<file path="src/hw/rtl/bmffs_pkg.sv">
// Shared types, constants and helper functions of the bitmap store with find-first-set.
package bmffs_pkg;

    localparam int MAP_WORDS = 32;
    localparam int WORD_BITS = 32;
    localparam int WORD_AW = 5;
    localparam int POS_W = 10;
    localparam int ACTIVE_W = 6;
    localparam int ACTIVE_RESET = 32;
    localparam int LIMIT_MAX = 32;

    typedef enum logic [2:0] {
        KIND_GET     = 3'd0,
        KIND_SET     = 3'd1,
        KIND_CLR     = 3'd2,
        KIND_COPY    = 3'd3,
        KIND_FFS     = 3'd4,
        KIND_CLR_ALL = 3'd5
    } kind_t;

    typedef struct packed {
        logic req_load;
        logic rd_src;
        logic rd_dst;
        logic wr_src;
        logic wr_dst;
        logic cap_src;
        logic cap_get;
        logic clr_all;
        logic scan_run;
        logic out_load;
    } cmd_t;

    typedef struct packed {
        logic [2:0] kind;
        logic       scan_done;
        logic       out_busy;
    } status_t;

    function automatic logic word_ok(input logic [WORD_AW-1:0] w);
        return {1'b0, w} < ACTIVE_W'(MAP_WORDS);
    endfunction

    function automatic logic [WORD_AW-1:0] low_set_pos(input logic [WORD_BITS-1:0] v);
        logic [WORD_BITS-1:0] iso;
        logic [WORD_AW-1:0]   idx;
        iso = v & (~v + WORD_BITS'(1));
        idx = '0;
        for (int i = 0; i < WORD_BITS; i++)
        begin
            if (iso[i])
            begin
                idx = idx | WORD_AW'(i);
            end
        end
        return idx;
    endfunction

endpackage

</file>
<file path="src/hw/rtl/bmffs_req_if.sv">
// Request channel interface carrying one bitmap operation per transaction.
interface bmffs_req_if;
    logic       valid;
    logic       ready;
    logic [2:0] kind;
    logic [9:0] bit_index;
    logic [9:0] copy_to_index;
    logic [9:0] search_start;

    modport source (output valid, kind, bit_index, copy_to_index, search_start, input ready);
    modport sink (input valid, kind, bit_index, copy_to_index, search_start, output ready);
endinterface

</file>
<file path="src/hw/rtl/bmffs_rsp_if.sv">
// Response channel interface carrying one result per transaction.
interface bmffs_rsp_if;
    logic       valid;
    logic       ready;
    logic       bit_value;
    logic       found;
    logic [9:0] found_index;

    modport source (output valid, bit_value, found, found_index, input ready);
    modport sink (input valid, bit_value, found, found_index, output ready);
endinterface

</file>
<file path="src/hw/rtl/bmffs_cfg_if.sv">
// Configuration write channel interface carrying the active word count.
interface bmffs_cfg_if;
    logic       valid;
    logic       ready;
    logic [5:0] data;

    modport source (output valid, data, input ready);
    modport sink (input valid, data, output ready);
endinterface

</file>
<file path="src/hw/rtl/bitmap_store_find_first_set_core.sv">
// Top level of the bitmap store with find-first-set, joining controller and datapath.
//
// The block keeps a 1024-bit map as 32 words of 32 bits in a RAM. Each request
// transaction on req carries one operation: get, set, clear, copy, find first
// set, or clear all. Every request yields exactly one response transaction on rsp
// with bit_value, found and found_index; unused fields are zero.
// The cfg channel writes the active word count that bounds the search. It is
// always ready and should be written only while no request is in flight.
// A request is taken when the controller is idle. After dispatch, clear all and the
// unused kinds go straight to loading the response; get reads the word and captures
// the bit, set and clear read the word and write it back, and copy reads the source
// word, then reads and writes the destination word. Find first set reads one word per
// cycle through the RAM read port, up to the active word count, then loads its result.
// The next request is taken in the cycle after the response is loaded.
// Reset clears a per-word valid bit, so the map reads as all zeros at once; no
// clearing pass is needed, and the active word count returns to 32.
// The response sits in an output register. If the receiver stalls, the next
// request is still accepted and processed, and the block holds its own result
// until that register is free.
module bitmap_store_find_first_set_core (
    input logic         clk,
    input logic         rst_n,
    bmffs_cfg_if.sink   cfg,
    bmffs_req_if.sink   req,
    bmffs_rsp_if.source rsp
);

    bmffs_pkg::cmd_t    cmd;
    bmffs_pkg::status_t status;
    logic               in_ready;

    assign req.ready = in_ready;
    assign cfg.ready = 1'b1;

    bmffs_ctrl u_ctrl (
        .clk      (clk),
        .rst_n    (rst_n),
        .in_valid (req.valid),
        .in_ready (in_ready),
        .status   (status),
        .cmd      (cmd)
    );

    bmffs_dp u_dp (
        .clk              (clk),
        .rst_n            (rst_n),
        .cmd              (cmd),
        .status           (status),
        .in_kind          (req.kind),
        .in_bit_index     (req.bit_index),
        .in_copy_to_index (req.copy_to_index),
        .in_search_start  (req.search_start),
        .cfg_we           (cfg.valid),
        .cfg_data         (cfg.data),
        .out_ready        (rsp.ready),
        .out_valid        (rsp.valid),
        .out_bit_value    (rsp.bit_value),
        .out_found        (rsp.found),
        .out_found_index  (rsp.found_index)
    );

endmodule

</file>
<file path="src/hw/rtl/bmffs_ram.sv">
// Generic simple dual-port RAM with one write port and a registered read port.
module bmffs_ram #(
    parameter int WIDTH = 32,
    parameter int DEPTH = 32
) (
    input  logic                     clk,
    input  logic                     we,
    input  logic [$clog2(DEPTH)-1:0] waddr,
    input  logic [WIDTH-1:0]         wdata,
    input  logic                     re,
    input  logic [$clog2(DEPTH)-1:0] raddr,
    output logic [WIDTH-1:0]         rdata
);

    logic [WIDTH-1:0] mem [DEPTH];

    always_ff @(posedge clk)
    begin
        if (we)
        begin
            mem[waddr] <= wdata;
        end
        if (re)
        begin
            rdata <= mem[raddr];
        end
    end

endmodule

</file>
<file path="src/hw/rtl/bmffs_ctrl.sv">
// Controller state machine that sequences each bitmap operation.
module bmffs_ctrl (
    input  logic              clk,
    input  logic              rst_n,
    input  logic              in_valid,
    output logic              in_ready,
    input  bmffs_pkg::status_t status,
    output bmffs_pkg::cmd_t    cmd
);

    typedef enum logic [2:0] {
        S_IDLE,
        S_DISPATCH,
        S_GET_EVAL,
        S_BIT_WR,
        S_COPY_RD,
        S_COPY_WR,
        S_SEARCH,
        S_FINISH
    } state_t;

    state_t state_reg;
    state_t state_next;

    assign in_ready = (state_reg == S_IDLE);

    always_comb
    begin
        cmd = '0;
        state_next = state_reg;
        case (state_reg)
            S_IDLE:
            begin
                if (in_valid)
                begin
                    cmd.req_load = 1'b1;
                    state_next = S_DISPATCH;
                end
            end
            S_DISPATCH:
            begin
                case (status.kind)
                    bmffs_pkg::KIND_GET:
                    begin
                        cmd.rd_src = 1'b1;
                        state_next = S_GET_EVAL;
                    end
                    bmffs_pkg::KIND_SET, bmffs_pkg::KIND_CLR:
                    begin
                        cmd.rd_src = 1'b1;
                        state_next = S_BIT_WR;
                    end
                    bmffs_pkg::KIND_COPY:
                    begin
                        cmd.rd_src = 1'b1;
                        state_next = S_COPY_RD;
                    end
                    bmffs_pkg::KIND_FFS:
                    begin
                        state_next = S_SEARCH;
                    end
                    bmffs_pkg::KIND_CLR_ALL:
                    begin
                        cmd.clr_all = 1'b1;
                        state_next = S_FINISH;
                    end
                    default:
                    begin
                        state_next = S_FINISH;
                    end
                endcase
            end
            S_GET_EVAL:
            begin
                cmd.cap_get = 1'b1;
                state_next = S_FINISH;
            end
            S_BIT_WR:
            begin
                cmd.wr_src = 1'b1;
                state_next = S_FINISH;
            end
            S_COPY_RD:
            begin
                cmd.cap_src = 1'b1;
                cmd.rd_dst = 1'b1;
                state_next = S_COPY_WR;
            end
            S_COPY_WR:
            begin
                cmd.wr_dst = 1'b1;
                state_next = S_FINISH;
            end
            S_SEARCH:
            begin
                cmd.scan_run = 1'b1;
                if (status.scan_done)
                begin
                    state_next = S_FINISH;
                end
            end
            S_FINISH:
            begin
                if (!status.out_busy)
                begin
                    cmd.out_load = 1'b1;
                    state_next = S_IDLE;
                end
            end
            default:
            begin
                state_next = S_IDLE;
            end
        endcase
    end

    always_ff @(posedge clk or negedge rst_n)
    begin
        if (!rst_n)
        begin
            state_reg <= S_IDLE;
        end
        else
        begin
            state_reg <= state_next;
        end
    end

endmodule

</file>
<file path="src/hw/rtl/bmffs_dp.sv">
// Datapath holding the bitmap memory, request registers, search pointer and result register.
module bmffs_dp (
    input  logic               clk,
    input  logic               rst_n,
    input  bmffs_pkg::cmd_t    cmd,
    output bmffs_pkg::status_t status,
    input  logic [2:0]         in_kind,
    input  logic [9:0]         in_bit_index,
    input  logic [9:0]         in_copy_to_index,
    input  logic [9:0]         in_search_start,
    input  logic               cfg_we,
    input  logic [5:0]         cfg_data,
    input  logic               out_ready,
    output logic               out_valid,
    output logic               out_bit_value,
    output logic               out_found,
    output logic [9:0]         out_found_index
);

    localparam int AW = bmffs_pkg::WORD_AW;
    localparam int WB = bmffs_pkg::WORD_BITS;
    localparam int NW = bmffs_pkg::MAP_WORDS;
    localparam int CW = bmffs_pkg::ACTIVE_W;

    logic [2:0]    kind_reg;
    logic [9:0]    bit_reg;
    logic [9:0]    to_reg;
    logic [9:0]    start_reg;
    logic [CW-1:0] w_reg;
    logic [AW-1:0] ev_reg;
    logic          pend_reg;
    logic          first_reg;
    logic          ev_first_reg;
    logic          src_bit_reg;
    logic          rv_reg;
    logic          res_bit_reg;
    logic          res_found_reg;
    logic [9:0]    res_idx_reg;
    logic [NW-1:0] valid_reg;
    logic [CW-1:0] active_reg;
    logic          out_valid_reg;
    logic          out_bit_reg;
    logic          out_found_reg;
    logic [9:0]    out_idx_reg;

    logic          ram_we;
    logic [AW-1:0] ram_waddr;
    logic [WB-1:0] ram_wdata;
    logic          ram_re;
    logic [AW-1:0] ram_raddr;
    logic [WB-1:0] ram_rdata;

    logic [WB-1:0] rd_word;
    logic [WB-1:0] scan_word;
    logic [CW-1:0] limit;
    logic          scan_hit;
    logic          scan_exhausted;
    logic          scan_issue;
    logic          src_bit;

    logic [AW-1:0] src_word;
    logic [AW-1:0] dst_word;

    assign src_word = bit_reg[9:5];
    assign dst_word = to_reg[9:5];

    assign rd_word = rv_reg ? ram_rdata : '0;
    assign src_bit = bmffs_pkg::word_ok(src_word) ? rd_word[bit_reg[4:0]] : 1'b0;

    assign limit = (active_reg > CW'(bmffs_pkg::LIMIT_MAX)) ? CW'(bmffs_pkg::LIMIT_MAX)
                                                             : active_reg;
    assign scan_word = ev_first_reg ? (rd_word & ({WB{1'b1}} << start_reg[4:0])) : rd_word;
    assign scan_hit = pend_reg && (scan_word != '0);
    assign scan_exhausted = !scan_hit && (w_reg >= limit);
    assign scan_issue = cmd.scan_run && !scan_hit && !scan_exhausted;

    assign status.kind = kind_reg;
    assign status.scan_done = scan_hit || scan_exhausted;
    assign status.out_busy = out_valid_reg && !out_ready;

    always_comb
    begin
        ram_re = cmd.rd_src || cmd.rd_dst || scan_issue;
        if (cmd.rd_dst)
        begin
            ram_raddr = dst_word;
        end
        else if (scan_issue)
        begin
            ram_raddr = w_reg[AW-1:0];
        end
        else
        begin
            ram_raddr = src_word;
        end

        ram_we = 1'b0;
        ram_waddr = src_word;
        ram_wdata = rd_word;
        if (cmd.wr_src)
        begin
            ram_we = bmffs_pkg::word_ok(src_word);
            ram_wdata[bit_reg[4:0]] = (kind_reg == bmffs_pkg::KIND_SET);
        end
        else if (cmd.wr_dst)
        begin
            ram_we = bmffs_pkg::word_ok(dst_word);
            ram_waddr = dst_word;
            ram_wdata[to_reg[4:0]] = src_bit_reg;
        end
    end

    bmffs_ram #(
        .WIDTH (WB),
        .DEPTH (NW)
    ) u_ram (
        .clk   (clk),
        .we    (ram_we),
        .waddr (ram_waddr),
        .wdata (ram_wdata),
        .re    (ram_re),
        .raddr (ram_raddr),
        .rdata (ram_rdata)
    );

    always_ff @(posedge clk or negedge rst_n)
    begin
        if (!rst_n)
        begin
            valid_reg <= '0;
            active_reg <= CW'(bmffs_pkg::ACTIVE_RESET);
            out_valid_reg <= 1'b0;
        end
        else
        begin
            if (cfg_we)
            begin
                active_reg <= cfg_data;
            end
            if (cmd.clr_all)
            begin
                valid_reg <= '0;
            end
            else if (ram_we)
            begin
                valid_reg[ram_waddr] <= 1'b1;
            end
            if (cmd.out_load)
            begin
                out_valid_reg <= 1'b1;
            end
            else if (out_ready)
            begin
                out_valid_reg <= 1'b0;
            end
        end
    end

    always_ff @(posedge clk)
    begin
        if (ram_re)
        begin
            rv_reg <= valid_reg[ram_raddr];
        end
        if (cmd.req_load)
        begin
            kind_reg <= in_kind;
            bit_reg <= in_bit_index;
            to_reg <= in_copy_to_index;
            start_reg <= in_search_start;
            w_reg <= {1'b0, in_search_start[9:5]};
            pend_reg <= 1'b0;
            first_reg <= 1'b1;
            res_bit_reg <= 1'b0;
            res_found_reg <= 1'b0;
            res_idx_reg <= '0;
        end
        if (cmd.cap_src)
        begin
            src_bit_reg <= src_bit;
        end
        if (cmd.cap_get)
        begin
            res_bit_reg <= src_bit;
        end
        if (cmd.scan_run)
        begin
            if (scan_hit)
            begin
                res_found_reg <= 1'b1;
                res_idx_reg <= {ev_reg, bmffs_pkg::low_set_pos(scan_word)};
            end
            else if (scan_issue)
            begin
                ev_reg <= w_reg[AW-1:0];
                ev_first_reg <= first_reg;
                pend_reg <= 1'b1;
                first_reg <= 1'b0;
                w_reg <= w_reg + CW'(1);
            end
        end
        if (cmd.out_load)
        begin
            out_bit_reg <= res_bit_reg;
            out_found_reg <= res_found_reg;
            out_idx_reg <= res_idx_reg;
        end
    end

    assign out_valid = out_valid_reg;
    assign out_bit_value = out_bit_reg;
    assign out_found = out_found_reg;
    assign out_found_index = out_idx_reg;

    a_clear_all_empties: assert property (@(posedge clk) disable iff (!rst_n)
        cmd.clr_all |=> (valid_reg == '0))
        else $error("valid bits not cleared after clear all");

    a_scan_in_bound: assert property (@(posedge clk) disable iff (!rst_n)
        scan_issue |-> (w_reg < limit))
        else $error("search read beyond active words");

    a_load_when_free: assert property (@(posedge clk) disable iff (!rst_n)
        cmd.out_load |-> !(out_valid_reg && !out_ready))
        else $error("result register overwritten while stalled");

    a_found_only_ffs: assert property (@(posedge clk) disable iff (!rst_n)
        (cmd.out_load && res_found_reg) |-> (kind_reg == bmffs_pkg::KIND_FFS))
        else $error("found flag set for an operation other than search");

    a_no_rw_overlap: assert property (@(posedge clk) disable iff (!rst_n)
        !(ram_we && ram_re))
        else $error("bitmap read and write in the same cycle");

endmodule
</file>
<file path="src/flat_wrapper.sv">
// flat-port wrapper written by rule: the top's interface ports become plain ports
module bitmap_store_find_first_set_core_flat 
  (clk, rst_n, cfg_valid, cfg_data, cfg_ready, req_valid, req_kind, req_bit_index, req_copy_to_index, req_search_start, req_ready, rsp_valid, rsp_bit_value, rsp_found, rsp_found_index, rsp_ready);
  bmffs_cfg_if cfg_i ();
  bmffs_req_if req_i ();
  bmffs_rsp_if rsp_i ();
  input logic clk;
  input logic rst_n;
  input wire logic [$bits(cfg_i.valid)-1:0] cfg_valid;
  input wire logic [$bits(cfg_i.data)-1:0] cfg_data;
  output wire logic [$bits(cfg_i.ready)-1:0] cfg_ready;
  input wire logic [$bits(req_i.valid)-1:0] req_valid;
  input wire logic [$bits(req_i.kind)-1:0] req_kind;
  input wire logic [$bits(req_i.bit_index)-1:0] req_bit_index;
  input wire logic [$bits(req_i.copy_to_index)-1:0] req_copy_to_index;
  input wire logic [$bits(req_i.search_start)-1:0] req_search_start;
  output wire logic [$bits(req_i.ready)-1:0] req_ready;
  output wire logic [$bits(rsp_i.valid)-1:0] rsp_valid;
  output wire logic [$bits(rsp_i.bit_value)-1:0] rsp_bit_value;
  output wire logic [$bits(rsp_i.found)-1:0] rsp_found;
  output wire logic [$bits(rsp_i.found_index)-1:0] rsp_found_index;
  input wire logic [$bits(rsp_i.ready)-1:0] rsp_ready;
  assign cfg_i.valid = cfg_valid;
  assign cfg_i.data = cfg_data;
  assign cfg_ready = cfg_i.ready;
  assign req_i.valid = req_valid;
  assign req_i.kind = req_kind;
  assign req_i.bit_index = req_bit_index;
  assign req_i.copy_to_index = req_copy_to_index;
  assign req_i.search_start = req_search_start;
  assign req_ready = req_i.ready;
  assign rsp_valid = rsp_i.valid;
  assign rsp_bit_value = rsp_i.bit_value;
  assign rsp_found = rsp_i.found;
  assign rsp_found_index = rsp_i.found_index;
  assign rsp_i.ready = rsp_ready;
  bitmap_store_find_first_set_core u_core (.clk(clk), .rst_n(rst_n), .cfg(cfg_i), .req(req_i), .rsp(rsp_i));
endmodule
</file>
<file path="config.mk">
export PLATFORM = sky130hd
export DESIGN_NAME = bitmap_store_find_first_set_core_flat
export DESIGN_NICKNAME = d
export VERILOG_FILES = /design/src/hw/rtl/bmffs_pkg.sv /design/src/hw/rtl/bmffs_req_if.sv /design/src/hw/rtl/bmffs_rsp_if.sv /design/src/hw/rtl/bmffs_cfg_if.sv /design/src/hw/rtl/bitmap_store_find_first_set_core.sv /design/src/hw/rtl/bmffs_ram.sv /design/src/hw/rtl/bmffs_ctrl.sv /design/src/hw/rtl/bmffs_dp.sv /design/src/flat_wrapper.sv
export SDC_FILE = /design/constraint.sdc
export NUM_CORES = 2
export LEC_CHECK = 0
export BUFFER_PORTS_ARGS = -buffer_cell sky130_fd_sc_hd__buf_2
export CORE_MARGIN = 8
export CORE_UTILIZATION = 50
export DETAILED_ROUTE_END_ITERATION = 10
export PLACE_DENSITY = 0.68
export SLEW_MARGIN = 20
export SYNTH_ARGS = -nofsm -noshare
export SYNTH_HDL_FRONTEND = slang
export SYNTH_SLANG_ARGS = --single-unit
export TNS_END_PERCENT = 20
</file>
<file path="constraint.sdc">
create_clock -name clk -period 4.7 [get_ports clk]
set_input_delay 0.235 -clock clk [delete_from_list [all_inputs] [get_ports clk]]
set_output_delay 0.235 -clock clk [all_outputs]
set_load 0.05 [all_outputs]
</file>
**Word-level counts from Yosys, hierarchy flattened**

Memory sizes are Yosys's and may differ from the RTL's. A register that Yosys moved wholly into a read port is not among the register bits.
Cells that the tools add are included.

- Word-level logic and storage cells: 277
- Bits in writable memories: 1024
- Bits of input ports: 44
- Memories: 1
- Bits in registers: 110
- Output and inout port bits: 15

Memory list:

| name | words | bits a word | rd ports | clocked after Yosys merged registers in | write ports | RTL line | RTL |
|---|---|---|---|---|---|---|---|
| u_core.u_dp.u_ram.mem | 32 | 32 | 1 | 1 | 1 | bmffs_ram.sv:15 | `logic [WIDTH-1:0] mem [DEPTH];` |

- Shift operators: 1
- Magnitude comparators: 9
- Multiplexer cells: 197
- Eq/ne operators: 17
- Add/subtract/negate cells: 2
- Bitwise gates (word level): 4
- Reduce and logical (&&, ||, !) cells: 25

Operators with widths:

| operator | count |
|---|---|
| $mux 5 | 91 |
| $mux 32 | 8 |
| $and 32x32->32 | 2 |
| $bwmux 32 | 2 |
| $mux 1 | 56 |
| $mux 6 | 8 |
| $mux 10 | 4 |
| $mux 3 | 11 |
| $add 32x1->32 const B | 1 |
| $mux 4 | 8 |
| $not 32->32 | 1 |
| $or 32x32->32 | 1 |
| $reduce_bool 32->1 | 1 |
| $shl 32x5->32 const A | 1 |
| $lt 5x6->1 const B | 4 |
| $eq 3x3->1 const B | 6 |
| $pmux 3 s6 | 1 |
| $demux 1 s5 | 3 |
| $ge 5x1->1 const B | 3 |
| $eq 3x2->1 const B | 4 |
| $pmux 3 s4 | 1 |
| $bmux 1 s5 | 2 |
| $logic_and 1x1->1 | 8 |
| $add 6x1->6 const B | 1 |
| other kinds (14) | 27 |

**Depth between registers and ports, before layout**

- Depth in word-level cells: 103
- Gate-level depth with buffers: 19
- Mapped depth without buffers: 14

**Hierarchy**

From an unflattened synthesis, not the netlist that was laid out.

- Cells, all modules: 3195
- Area, all modules: 48662.9 um^2

Modules (own cells, without submodules):

| module | seq. area each (um^2) | area each (um^2) | cells each | instances |
|---|---|---|---|---|
| bmffs_ram | 31710.4 | 40809.1 | 2260 | 1 |
| bmffs_dp | 2829.0 | 7562.3 | 899 | 1 |
| bmffs_ctrl | 75.1 | 280.3 | 34 | 1 |
| bitmap_store_find_first_set_core | 0.0 | 11.3 | 2 | 1 |

**Worst setup path after synthesis**

No wires, ideal clock.

- Path type: reg-to-reg
- Start: reg u_core.u_dp.u_ram.rdata[18] (read register of u_core.u_dp.u_ram.mem)
- End: reg u_core.u_dp.u_ram.rdata[10] (read register of u_core.u_dp.u_ram.mem) (data pin)
- Arrival time: 3.670 ns
- Setup slack: 0.766 ns
- Period minus slack after synthesis: 3.934 ns
- Setup time: 0.265 ns
- Required time: 4.435 ns
- Stages on the path, launching flop included: 15
- Cell sequence: edfxtp_1 > a21boi_2 > o41ai_2 > a21boi_1 > or4b_1 > or3_1 > buf_2 > mux2i_1 > and2_1 > buf_2 > buf_2 > mux4_2 > a22o_1 > a21oi_1 > nand3_1

- Cells in the longest elaborated chain, start to end: 12
- Elaborated cells between the ends (all ways): 14
- Those cells by class: mux (5); bitwise (1); reduce/logical (8)

Ends and longest elaborated chain:

| item | RTL line | RTL |
|---|---|---|
| start, declared | bmffs_ram.sv:12 | `output logic [WIDTH-1:0] rdata` |
| $mux 32 * | bmffs_dp.sv:67 | `assign rd_word = rv_reg ? ram_rdata : '0;` |
| $and 32x32->32 | bmffs_dp.sv:72 | `assign scan_word = ev_first_reg ? (rd_word & ({WB{1'b1}} << start_reg[4:0])) : rd_word;` |
| $mux 32 * | bmffs_dp.sv:72 |  |
| $reduce_bool 32->1 * | bmffs_dp.sv:73 | `assign scan_hit = pend_reg && (scan_word != '0);` |
| $logic_and 1x1->1 * | bmffs_dp.sv:73 |  |
| $logic_not 1->1 * | bmffs_dp.sv:74, bmffs_dp.sv:75 |  |
| $logic_and 1x1->1 | bmffs_dp.sv:74 | `assign scan_exhausted = !scan_hit && (w_reg >= limit);` |
| $logic_not 1->1 | bmffs_dp.sv:75 | `assign scan_issue = cmd.scan_run && !scan_hit && !scan_exhausted;` |
| $logic_and 1x1->1 * | bmffs_dp.sv:75 |  |
| $mux 5 | bmffs_dp.sv:88 | `else if (scan_issue)` |
| $mux 5 (2 in a row) | bmffs_dp.sv:84 | `if (cmd.rd_dst)` |

Every way passes the cells marked *; elsewhere a longest branch is shown, timed or not. The select of a mux whose other input is x is not followed.
A chain may end at the register's enable or synchronous reset.

**Worst setup path after layout**

- Start: reg u_core.u_dp.rv_reg
- End: reg u_core.u_dp.u_ram.rdata[7] (read register of u_core.u_dp.u_ram.mem) (data pin)

- Cells in the longest elaborated chain, start to end: 12
- Elaborated cells between the ends (all ways): 14
- Those cells by class: mux (5); bitwise (1); reduce/logical (8)

Ends and longest elaborated chain:

| item | RTL line | RTL |
|---|---|---|
| start, declared | bmffs_dp.sv:35 | `logic rv_reg;` |
| start signal, assigned | bmffs_dp.sv:163 | `rv_reg <= valid_reg[ram_raddr];` |
| $mux 32 * | bmffs_dp.sv:67 |  |
| $and 32x32->32 | bmffs_dp.sv:72 |  |
| $mux 32 * | bmffs_dp.sv:72 |  |
| $reduce_bool 32->1 * | bmffs_dp.sv:73 |  |
| $logic_and 1x1->1 * | bmffs_dp.sv:73 |  |
| $logic_not 1->1 * | bmffs_dp.sv:74, bmffs_dp.sv:75 |  |
| $logic_and 1x1->1 | bmffs_dp.sv:74 |  |
| $logic_not 1->1 | bmffs_dp.sv:75 |  |
| $logic_and 1x1->1 * | bmffs_dp.sv:75 |  |
| $mux 5 | bmffs_dp.sv:88 |  |
| $mux 5 (2 in a row) | bmffs_dp.sv:84 |  |

Marked as above.

==> reports/metrics.yaml <==
largest_register_ffs: 1024
grt_antenna_before_repair: 3
setup_viol: 0
critPathTopFamily: "simple AND/OR/NAND/NOR gates"
peakVddDrop_v: 0.000329
cts_root_buffer: "clkbuf_16"
critical_path_class: "flip-flop to flip-flop"
final_util_pct: 58.5
p_int_mw: 21.9
cts_made_buffers: 112
power_switching_mw: 10.1
power.density_nw_per_um2: 585
clkPwrFrac_pct: 26.9
crit_chain: "nand2_1 > o21bai_1 > o2111ai_1 > or4b_1 > or3_4 > buf_4 > nand2_1 > o211a_4 > buf_12 > mux4_2 > a22o_1 > a21oi_1 > nand3_4"
floorplan.die_area_um2: 105000
cts_tree: "built"
synth_cell_types: 74
io_buffers: 57
grt_overflow: 0
drive_gt1_share_pct: 23.3
p_comb_share_pct: 28.0
final_nets: 2955
grt_max_degree: 72
worstSetupStartpointType: "flip-flop"
cp_max_fo: 37
synth_flop_cell: "edfxtp_1"
total_power_mw: 32.0
wire_per_inst_um: 30.3
placedCellCount: 3980
met2_wirelength_um: 60200
hold_viol_final: 0
cpMaxStageDelayCell: "edfxtp_1"
synth_top_area_cell: "edfxtp_1"
regArea_um2: 34600
worst_slew_pin_slew_ns: 1.14
area_growth_syn_to_layout_pct: 15.8
grt.total_usage_pct: 24.3
drc: 0
dp_hpwl_um: 78400
start_util_pct: 50.5
core_um2: 93500
clk_pin_slew_worst_paths_ns: 0.07
syn_nets: 2715
dr.pass1.iters: 8
clock_latency_ns: 0.68
fin_setup_tns_ns: 0
ys_warn_count: 0
worst_setup_path_end_kind: "flip-flop"
dr_total_vias: 27800
crit_arrival_ns: 4.98
instances_no_fill: 4251
synth-edff-count: 1105
fin_worst_skew_ns: 0.0225
drt_iter0_drc: 3468
cts_buffer_depth: 3
first_global_vias: 27000
p_seq_share_pct: 45.1
pre_cts_slack_ns: -0.357
min_period_ns: 4.61
antenna_left: 0
die_h_um: 323
cts_max_level: 3
async_reset_ff_share_pct: 3.60
viasPerCell: 6.53
wl_met3_um: 12700
fin_crit_sh_pct: 98.1
yosys-top-cells-area: "edfxtp_1 (70%), mux4_2 (8.7%), mux2i_1 (2.2%)"
synth-seq-area-share_pct: 73.3
grt_pass1_wl_um: 186000
netlist_area_um2: 47200
max_freq_mhz: 217
synth.avg_cell_area_um2: 17.7
slowest_delay_ns: 0.55
cts_sinks: 1166
max_slew_margin_pct: 23.9
rsz0062_at_grt: "no"
p_leak_nw: 18.0
final_max_slew_viol_count: 0
top_layer: "met4"
multi_input_area_um2: 12300
cap_violations: 0
wirelength_um: 129000
swShare_pct: 31.6
hold_path_class: "input pin to asynchronous set/reset pin"
die_w_um: 323
setup_ws_ns: 0.0871
place.gp.congestion: 0.915
cpMostUsedCell: "nand2_1"
rows: 112
yosysTopAreaCellShare_pct: 70.2
wl_met1_um: 51100
timing.critical_path.buf_inv: 2
status: "finished, final reports clean"
n_fill_cell: 6797
rrSetupSlack_ns: 0.09
syn_inst: 2664
ios: 59
crit_required_ns: 5.07
ys_ff_latch: 1166
synth_stat cells, drive strengths merged (13+ instances only):
master  number
o21a        35
mux2i      106
edfxtp    1105
a311oi      30
nor2        91
o21ai       29
mux4       203
a22oi       65
dfxtp       19
a221oi      35
clkbuf      88
dfrtp       41
nor3        20
nand2b      13
a32oi       36
nor2b       15
a31oi       43
a22o        34
buf         87
nand3       66
a21oi      161
nand2      183
per-layer routing:
metal | vias to the layer above | global-route usage (%)
met5 | - | 0
met4 | 0 | 8.60
met3 | 277 | 4.13
met2 | 1693 | 38.2
met1 | 14300 | 34.4
li1 | 11500 | -
kinds of logic after synthesis:
group                      after synthesis  synth area share, %
other                                    1              0.00794
muxes                                  315                 12.2
adders and majority gates                7                0.185
buffers and inverters                  186                 1.93
DFF                                   1166                 73.3
and+or+nand+nor                        457                 4.51
AOI/OAI and AO/OA                      532                 7.87
final cells by class:
class,instances,area share (%)
flip-flops and latches,1166,63.3
clock inverters,60,0.890
clock buffers,146,5.49
repair buffers,301,4.95
multi-input cells,1312,22.4
inverters,11,0.0755
diodes,1,0.00458
well taps,1254,2.87
what timing repair did:
| action | in CTS | in global routing |
|---|---|---|
| hold endpoints to repair | 83 | 0 |
| hold buffers | 49 | 0 |
| setup buffers | 5 | 9 |
| setup endpoints to repair | 3 | 27 |
| cloned | 0 | 1 |
| resized for setup | 3 | 13 |
| pin swaps | 0 | 1 |
worst paths after layout:
path | cells after the start | from | endpoint
worst min-delay path | 2 | rst_n | u_core.u_dp.valid_reg[26]
max in group asynchronous | 2 | rst_n | u_core.u_ctrl.state_reg[0]
min in group clk | 2 | req_search_start[0] | u_core.u_dp.start_reg[0]
worst max register to register | 13 | u_core.u_dp.rv_reg | u_core.u_dp.u_ram.rdata[7]
worst min register to register | 0 | u_core.u_dp.res_bit_reg | u_core.u_dp.out_bit_value
worst max-delay path | 13 | u_core.u_dp.rv_reg | u_core.u_dp.u_ram.rdata[7]
cell usage in the layout, fill, tap and decap left out, drive strengths merged, types with 8 or more instances in the layout:
master       count
a311oi          30
mux4           203
nand3           66
clkinv          48
clkbuf         147
and3            10
dfxtp           19
nor2b           15
a31oi           43
dlygate4sd3     49
dfrtp           41
inv             15
a221oi          35
nor3            20
a32oi           36
o21a            35
nor3b           11
o21ai           29
nand2          183
nand2b          13
buf            251
edfxtp        1105
a22o            34
and2             9
nor2            91
a22oi           65
a21oi          161
mux2i          106
o211ai           8
worst register-to-register path, cell delays in order, from the launching register on:
cell and delay [ns]:
edfxtp_1 0.55, nand2_1 0.26, o21bai_1 0.20, o2111ai_1 0.22, or4b_1 0.52, or3_4 0.38, buf_4 0.18, nand2_1 0.13
o211a_4 0.40, buf_12 0.31, mux4_2 0.36, a22o_1 0.25, a21oi_1 0.29, nand3_4 0.23
power groups by stage:
stage / Sequential [mW] / Combinational, mW / Clock [mW]
2_1_floorplan: 14.6 / 5.19 / 0
5_1_grt: 14.5 / 9.52 / 9.10
3_3_place_gp: 14.6 / 8.53 / 0
6_report: 14.5 / 8.96 / 8.61
4_1_cts: 14.4 / 8.85 / 8.72
3_5_place_dp: 14.6 / 8.77 / 0
per-stage QoR:
stage	hold WS, ns	cell area (um^2)
global placement	0.404	50500
CTS	0.222	54500
detailed placement	0.405	50500
finish	0.116	54700
floorplan	-0.0606	47200
global route	0.158	54700
No activity file was read; power rests on OpenSTA's default activity.
